File: src/hdl/dq_pkg.sv
// shared constants, types and codes for the double-ended queue
package dq_pkg;

    localparam int DEPTH     = 64;
    localparam int WORD_BITS = 64;
    localparam int ADDR_BITS = (DEPTH > 1) ? $clog2(DEPTH) : 1;
    localparam int CNT_BITS  = $clog2(DEPTH + 1);
    localparam int SUM_BITS  = CNT_BITS + 1;

    // stream widths, padded to whole bytes
    localparam int MODE_BITS   = 3;
    localparam int VALUE_BITS  = 64;
    localparam int IN_BITS     = MODE_BITS + VALUE_BITS;
    localparam int IN_BYTES    = (IN_BITS + 7) / 8;
    localparam int OUT_WORD    = 64;
    localparam int COUNT_BITS  = 7;
    localparam int STATUS_BITS = 2;
    localparam int OUT_BITS    = 2 * OUT_WORD + COUNT_BITS + 1 + STATUS_BITS;
    localparam int OUT_BYTES   = (OUT_BITS + 7) / 8;
    localparam int OUT_PAD     = OUT_BYTES * 8 - OUT_BITS;

    typedef enum logic [MODE_BITS-1:0] {
        MODE_PUSH_FRONT = 3'd0,
        MODE_PUSH_BACK  = 3'd1,
        MODE_POP_FRONT  = 3'd2,
        MODE_POP_BACK   = 3'd3,
        MODE_REVERSE    = 3'd4,
        MODE_PEEK       = 3'd5
    } mode_t;

    typedef enum logic [STATUS_BITS-1:0] {
        STATUS_OK    = 2'd0,
        STATUS_FULL  = 2'd1,
        STATUS_EMPTY = 2'd2
    } status_t;

    typedef enum logic [1:0] {
        ST_IDLE,
        ST_EXEC,
        ST_READ,
        ST_LOAD
    } state_t;

    // controller to datapath
    typedef struct packed {
        logic accept;
        logic exec;
        logic read;
        logic load;
    } dq_cmd_t;

    // datapath to controller
    typedef struct packed {
        logic out_free;
    } dq_stat_t;

endpackage

File: src/hdl/dq_ctrl.sv
// controller state machine for the double-ended queue
module dq_ctrl
    import dq_pkg::*;
(
    input  logic     clk,
    input  logic     rst_n,
    input  logic     s_tvalid,
    output logic     s_tready,
    input  dq_stat_t stat,
    output dq_cmd_t  cmd
);

    state_t state_reg;
    state_t state_next;

    always_ff @(posedge clk or negedge rst_n)
    begin
        if (!rst_n)
        begin
            state_reg <= ST_IDLE;
        end
        else
        begin
            state_reg <= state_next;
        end
    end

    always_comb
    begin
        state_next = state_reg;
        unique case (state_reg)
            ST_IDLE:
            begin
                if (s_tvalid)
                begin
                    state_next = ST_EXEC;
                end
            end
            ST_EXEC: state_next = ST_READ;
            ST_READ: state_next = ST_LOAD;
            ST_LOAD:
            begin
                // hold until the output register can take the word
                if (stat.out_free)
                begin
                    state_next = ST_IDLE;
                end
            end
            default: state_next = ST_IDLE;
        endcase
    end

    always_comb
    begin
        s_tready   = (state_reg == ST_IDLE);
        cmd.accept = (state_reg == ST_IDLE) && s_tvalid;
        cmd.exec   = (state_reg == ST_EXEC);
        cmd.read   = (state_reg == ST_READ);
        cmd.load   = (state_reg == ST_LOAD) && stat.out_free;
    end

endmodule

File: config.mk
export PLATFORM = sky130hd
export DESIGN_NAME = dq_ctrl
export DESIGN_NICKNAME = d
export VERILOG_FILES = /design/src/hdl/dq_pkg.sv /design/src/hdl/dq_ctrl.sv
export SDC_FILE = /design/constraint.sdc
export NUM_CORES = 1
export LEC_CHECK = 0
export ABC_AREA = 1
export BUFFER_PORTS_ARGS = -buffer_cell sky130_fd_sc_hd__buf_2
export CORE_AREA = 3 3 40 42
export CTS_BUF_LIST = sky130_fd_sc_hd__clkbuf_8
export CTS_CLUSTER_DIAMETER = 40
export DETAILED_ROUTE_END_ITERATION = 12
export DIE_AREA = 0 0 43 45
export GPL_TIMING_DRIVEN = 1
export HOLD_SLACK_MARGIN = 0.06
export PLACE_DENSITY = 0.34
export RECOVER_POWER = 100
export SETUP_SLACK_MARGIN = 0.05
export SLEW_MARGIN = 0
export SYNTH_ARGS = -nofsm -noshare
export SYNTH_HDL_FRONTEND = slang
export SYNTH_SLANG_ARGS = --single-unit
File: constraint.sdc
create_clock -name clk -period 2.1 [get_ports clk]
set_clock_uncertainty 0.2 [all_clocks]
set_input_delay 0.315 -clock clk [delete_from_list [all_inputs] [get_ports clk]]
set_output_delay 0.315 -clock clk [all_outputs]
set_load 0.005 [all_outputs]
* Yosys cells after proc, flatten, opt, wreduce, memory -nomap -nowiden
Index checks and enable logic that the tools add are counted.
Storage, ports and cells: input port bits 4, register bits 2, output and inout port bits 5, word-level logic and storage cells 13
Cells by class: eq/ne operators 5, reductions and logical operators 4, multiplexer cells 3
Operator list (number):
- 2-bit one-hot mux with 4 select lines | 1
- 2-bit == test, second input constant | 2
- 2-bit two-way mux | 2
- 2-bit != test, second input constant | 2
- 2-bit by 1-bit == test with 1-bit output, second input constant | 1
- 1-bit logical AND | 2
- 2-bit logical NOT | 1
- 2-bit AND reduction | 1

* Logic depth before layout (Yosys ltp)
Gate-level depths: netlist of run 1.
word-level depth 3, mapped depth 6, mapped depth without buffers 6

* Worst setup path after synthesis of run 1
OpenSTA, ideal clock, no wires.
path type register to output, start reg state_reg[0], end out cmd[3] (netlist name), data arrival time 0.804 ns, setup slack 0.781 ns, required time 1.585 ns, stages on the path, launching flop included 5, path buffers 0, path through dfrtp_1 -> inv_1 -> ha_1 -> nand2_1 -> inv_1
RTL lines:
- from (decl) | RTL line dq_ctrl.sv:13 | state_t state_reg;
- from (signal assigned) | RTL line dq_ctrl.sv:24 | state_reg <= state_next;
- to (decl) | RTL line dq_ctrl.sv:10 | output dq_cmd_t cmd

==> impl_metrics.tcl, run 1 <==
set metrics [dict create \
    status "complete, no violations" \
    antenna_left 0 \
    use_met2_pct 6.59 \
    synth_cells 26 \
    insertion_delay_ns 0.21 \
    critPathMaxFanout 4 \
    slew_violations 0 \
    ys_ff_latch 2 \
    reg2reg_to "state_reg[1]$_DFFE_PN0P_" \
    crit_buf_inv 3 \
    largest_reg_flops 2 \
    fmax_mhz 610 \
    grt_max_degree 5 \
    start_kind "flop" \
    clockBufferDepth 2 \
    cts_tree "built" \
    p_int_mw 0.270 \
    yosysTopAreaCell "dfrtp_1" \
    path_common_cell "inv_1" \
    mappedNetlistArea_um2 185 \
    synth_nets 34 \
    rows 13 \
    drive_above_1_share_pct 28.9 \
    finalCriticalPeriod_ns 1.64 \
    num_vias 176 \
    post_cts_buffers 0 \
    hold_viol 0 \
    cp.required_ns 1.58 \
    first_global_vias 171 \
    power.leakage_nw 0.187 \
    cts_buffers 3 \
    final_util_pct 22.6 \
    cts_resized 0 \
    hold_path_class "input pin to async pin" \
    crit_arrival_ns 1.12 \
    firstDrtPassIters 2 \
    comb_power_share_pct 45.5 \
    cts_htree_levels 1 \
    track_usage_pct 4.83 \
    drt-initial-drc-count 1 \
    ctsRootBufferMaster "clkbuf_8" \
    die_w_um 43 \
    r2r_slack_ns 0.77 \
    numPortBuffers 8 \
    fin_setup_tns_ns 0 \
    totalWireLength_um 356 \
    antenna_found_initial 0 \
    r2r-start "state_reg[0]$_DFFE_PN0P_" \
    grt_pass1_wl_um 648 \
    reg2reg_depth 6 \
    synth.avg_cell_area_um2 7.12 \
    p_sw_mw 0.156 \
    min_period_over_period_pct 78.1 \
    placed_cell_area_um2 244 \
    die_area_um2 1940 \
    hpwl_um 286 \
    rsz0062_at_grt "false" \
    cts_sinks 2 \
    stdcell_area_um2 290 \
    crit_path_top_delay_cell "dfrtp_1" \
    place_congestion 0.700 \
    worst_pin_slew_ns 0.152 \
    setup_viol 0 \
    crit_family "flip-flops" \
    max_stage_delay_ns 0.39 \
    antennaDiodeCount 0 \
    end_kind "output port" \
    synth.distinct_cells 6 \
    critical_path_class "flop to output port" \
    p_per_area_nw_per_um2 1470 \
    drc 0 \
    fillerInstances 147 \
    start_util_pct 14.4 \
    design.core.area_um2 1280 \
    die_h_um 45 \
    slew_headroom_pct 89.9 \
    p_sw_share_pct 36.6 \
    synth.area.top_cells "dfrtp_1 27%, ha_1 27%, inv_1 16%" \
    gr-total-overflow 0 \
    ys_seq_area_share_pct 27.0 \
    boundaryPins 9 \
    yosysWarnings 0 \
    via_per_inst 3.32 \
    clkTransAtPathRegs_ns 0.03 \
    drv_cap 0 \
    detail_route.wl_per_cell_um 6.72 \
    hold_slack_ns 0.223 \
    clock_power_share_pct 35.0 \
    globalRouteMet1Util_pct 5.05 \
    p_seq_share_pct 19.5 \
    grt-busiest-layer "met4" \
    crit_chain "inv_1, ha_1, nand2_1, inv_1, buf_2" \
    grt_util_met3_pct 1.20 \
    ir_worst_vdd_mv 0.519 \
    nets 48 \
    synth_top_area_share_pct 27.0 \
    syn_to_final_growth_pct 56.8 \
]
## per-layer routing
| metal | share of wire [%] | wire length (µm) |
|---|---|---|
| met2 | 42 | 148 |
| met4 | 0 | 0 |
| met3 | 11 | 38 |
| met1 | 47 | 169 |
| met5 | 0 | 0 |
## cells by family (layout without fill, tap and decap cells)
group         after synthesis  count (layout)  synth area share [%]
flops                       2               2                  27.0
fa+ha+maj                   4               4                  27.0
buf+inv                     8              20                  16.2
simple gates               12              12                  29.7
## metrics by stage
step	worst slack [ns]	instances	total power, mW
3_3_place_gp	0.666	49	0.288
4_1_cts	0.443	53	0.444
3_5_place_dp	0.668	49	0.286
2_1_floorplan	0.781	26	0.219
5_1_grt	0.345	53	0.481
6_report	0.460	53	0.426
## how the worst max path moves through the flow
stage | start | end | slack, ns | cells past startpoint
2_1_floorplan | state_reg[0]$_DFFE_PN0P_ | cmd[3] | 0.78 | 4
3_3_place_gp | state_reg[0]$_DFFE_PN0P_ | cmd[3] | 0.67 | 5
3_5_place_dp | state_reg[0]$_DFFE_PN0P_ | cmd[3] | 0.67 | 5
4_1_cts | state_reg[0]$_DFFE_PN0P_ | cmd[3] | 0.44 | 5
5_1_grt | state_reg[0]$_DFFE_PN0P_ | cmd[3] | 0.34 | 5
6_report | state_reg[0]$_DFFE_PN0P_ | cmd[3] | 0.46 | 5
## power by group through the flow
stage          clock, mW  sequential, mW  combinational (mW)
5_1_grt            0.163          0.0874               0.231
6_report           0.149          0.0831               0.194
3_5_place_dp           0          0.0831               0.203
4_1_cts            0.156          0.0827               0.206
2_1_floorplan          0          0.0777               0.141
3_3_place_gp           0          0.0857               0.202
## Yosys cell counts, drive strengths merged
library cell and number:
dfrtp 2, nand2 10, nand3 2, ha 4, inv 8
## layout make-up
cell class / count / area [µm²] / area share [%]
multi-input cells: 16 / 103 / 35.3
flip-flops and latches: 2 / 50.0 / 17.2
repair buffers: 9 / 47.5 / 16.4
clock buffers: 3 / 41.3 / 14.2
inverters: 8 / 30.0 / 10.3
well taps: 15 / 18.8 / 6.47
## what timing repair did
item                       CTS  global route
hold buffers                 1             0
setup endpoints to repair    0             0
hold endpoints to repair     2             0
## cells in the final DEF (no fill, tap or decap)
cell type and instances:
inv_1 8, ha_1 4, nand2_2 2, buf_2 6, clkbuf_8 3, clkbuf_1 2, nand2_1 8, dlygate4sd3_1 1
dfrtp_1 2, nand3_1 2
(Power assumes the default switching activity.)
==> run 2, diff against run 1 <==
--- a/config.mk
+++ b/config.mk
@@ -14,7 +14,7 @@
 export DIE_AREA = 0 0 43 45
 export GPL_TIMING_DRIVEN = 1
 export HOLD_SLACK_MARGIN = 0.06
-export PLACE_DENSITY = 0.34
+export PLACE_DENSITY = 0.35
 export RECOVER_POWER = 100
 export SETUP_SLACK_MARGIN = 0.05
 export SLEW_MARGIN = 0
==> constraint.sdc (replaced) <==
create_clock -name clk -period 1.4 [get_ports clk]
set_clock_uncertainty 0.2 [all_clocks]
set_input_delay 0.21 -clock clk [delete_from_list [all_inputs] [get_ports clk]]
set_output_delay 0.21 -clock clk [all_outputs]
set_load 0.005 [all_outputs]
==> run 2 against run 1 <==
Net effect:
- the run now ends with setup timing left
- wire length grew 11%
- non-clock buffer count grew 2
- setup slack got worse by 0.50 ns
- sequential share of layout area decreased by 2.1 points
- cell area is 14% higher
- first-iteration DRC count rose by 100%
- combinational power rose by 99%
- utilization rose by 3.2 points
- register-to-register slack worse by 0.68 ns
- critical endpoint unchanged
- largest power group unchanged
==> impl_metrics.tcl, run 2 (synthesized netlist as in run 1, its figures left out) <==
set metrics [dict create \
    status "complete, but fails checks" \
    violations "setup timing" \
    worst_pin_slew_ns 0.164 \
    fin_setup_tns_ns -0.0969 \
    first_global_vias 178 \
    cts_buffers 3 \
    end_kind "output port" \
    drt-initial-drc-count 2 \
    min_period_over_period_pct 103 \
    grt_pass1_wl_um 683 \
    num_vias 188 \
    power.total_mw 0.740 \
    design.core.area_um2 1280 \
    ctsRootBufferMaster "clkbuf_8" \
    slew_headroom_pct 89.1 \
    rows 13 \
    critPathMaxFanout 4 \
    final_common_cell "buf_2" \
    totalWireLength_um 395 \
    critical_path_class "flop to output port" \
    crit_arrival_ns 1.03 \
    insertion_delay_ns 0.21 \
    die_w_um 43 \
    fmax_mhz 694 \
    die_h_um 45 \
    placed_cell_area_um2 244 \
    power.leakage_nw 0.205 \
    via_per_inst 3.42 \
    place_congestion 0.655 \
    die_area_um2 1940 \
    final_cell_mix "7 x buf_2, 6 x inv_1, 6 x nand2_1, 3 x nand2_2, 3 x clkbuf_8" \
    stdcell_area_um2 332 \
    cts_tree "built" \
    start_kind "flop" \
    detail_route.wl_per_cell_um 7.18 \
    firstDrtPassIters 2 \
    stdcell_count 55 \
    track_usage_pct 4.83 \
    numPortBuffers 8 \
    final_util_pct 25.8 \
    dp_slack_ns 0.0691 \
    antenna_found_initial 0 \
    grt_max_degree 5 \
    boundaryPins 9 \
    drc 0 \
    timing.final.ws_setup_ns -0.0416 \
    clkTransAtPathRegs_ns 0.03 \
    dp.cells 49 \
    hold_slack_ns 0.122 \
    p_per_area_nw_per_um2 2230 \
    ir_worst_vdd_mv 0.834 \
    hold_viol 0 \
    setup_viol 3 \
    drive_above_1_share_pct 50.0 \
    max_stage_delay_ns 0.40 \
    antennaDiodeCount 0 \
    syn_to_final_growth_pct 79.1 \
    rsz0062_at_grt "true" \
    finalCriticalPeriod_ns 1.44 \
    start_util_pct 14.4 \
    gr-total-overflow 0 \
    antenna_left 0 \
    crit_path_top_delay_cell "dfrtp_1" \
    fillerInstances 148 \
    nets 50 \
    cp.required_ns 0.99 \
    drv_cap 0 \
    cts_htree_levels 1 \
    crit_chain "inv_2, ha_4, nand2_2, inv_1, buf_2" \
    hpwl_um 272 \
    cts_sinks 2 \
    hold_path_class "input pin to async pin" \
    clockBufferDepth 2 \
    largest_reg_flops 2 \
    slew_violations 0 \
]
[run 2: changes by cell type in the layout (fill, tap and decap cells not counted), sizes merged]
cell	change
clkbuf	-1
buf	+3
[run 2: timing repair]
| item | 4_1_cts | 5_1_grt |
|---|---|---|
| pin swaps | 2 | 3 |
| gates resized for setup | 5 | 2 |
| endpoints found under the hold margin | 2 | 0 |
| endpoints found under the setup margin | 5 | 7 |
| hold buffers | 1 | 0 |
| setup buffers | 2 | 0 |
[run 2: per-layer routing]
| layer | wire, µm | GRT usage [%] | up-vias |
|---|---|---|---|
| met5 | 0 | 0 | - |
| met4 | 0 | 3.61 | 0 |
| met3 | 41 | 1.59 | 0 |
| met2 | 184 | 6.89 | 7 |
| met1 | 169 | 6.02 | 80 |
| li1 | - | - | 101 |
[run 2: path summary, 6_finish.rpt]
kind                                               start                  endpoint  slack (ns)  cells after the start
worst max-delay path            state_reg[0]$_DFFE_PN0P_                    cmd[3]       -0.04                      5
worst min-delay path                               rst_n  state_reg[0]$_DFFE_PN0P_        0.12                      2
worst max register to register  state_reg[0]$_DFFE_PN0P_  state_reg[1]$_DFFE_PN0P_        0.09                      7
worst min register to register  state_reg[0]$_DFFE_PN0P_  state_reg[0]$_DFFE_PN0P_        0.36                      2
max in group asynchronous                          rst_n  state_reg[1]$_DFFE_PN0P_        0.75                      2
min in group clk                                    stat  state_reg[1]$_DFFE_PN0P_        0.17                      5
[run 2: critical path, delay by kind of cell (launching register included)]
kind                       cells  cell delay, ns
buffers and inverters          3            0.21
and+or+nand+nor                1            0.04
DFF                            1            0.40
adders and majority gates      1            0.17
[run 2: area by class of cell]
type / count / area, µm² / share of cell area, %
Multi-Input combinational cell: 16 / 128 / 38.5
Timing Repair Buffer: 11 / 63.8 / 19.2
Sequential cell: 2 / 50.0 / 15.1
Clock buffer: 3 / 41.3 / 12.5
Inverter: 8 / 30.0 / 9.06
Tap cell: 15 / 18.8 / 5.66
[run 2: power breakdown]
group          switching [mW]  leakage [nW]  internal, mW  total [mW]
sequential             0.0401        0.0239        0.0911       0.131
clock                  0.0414        0.0216         0.181       0.223
combinational           0.192         0.159         0.194       0.386
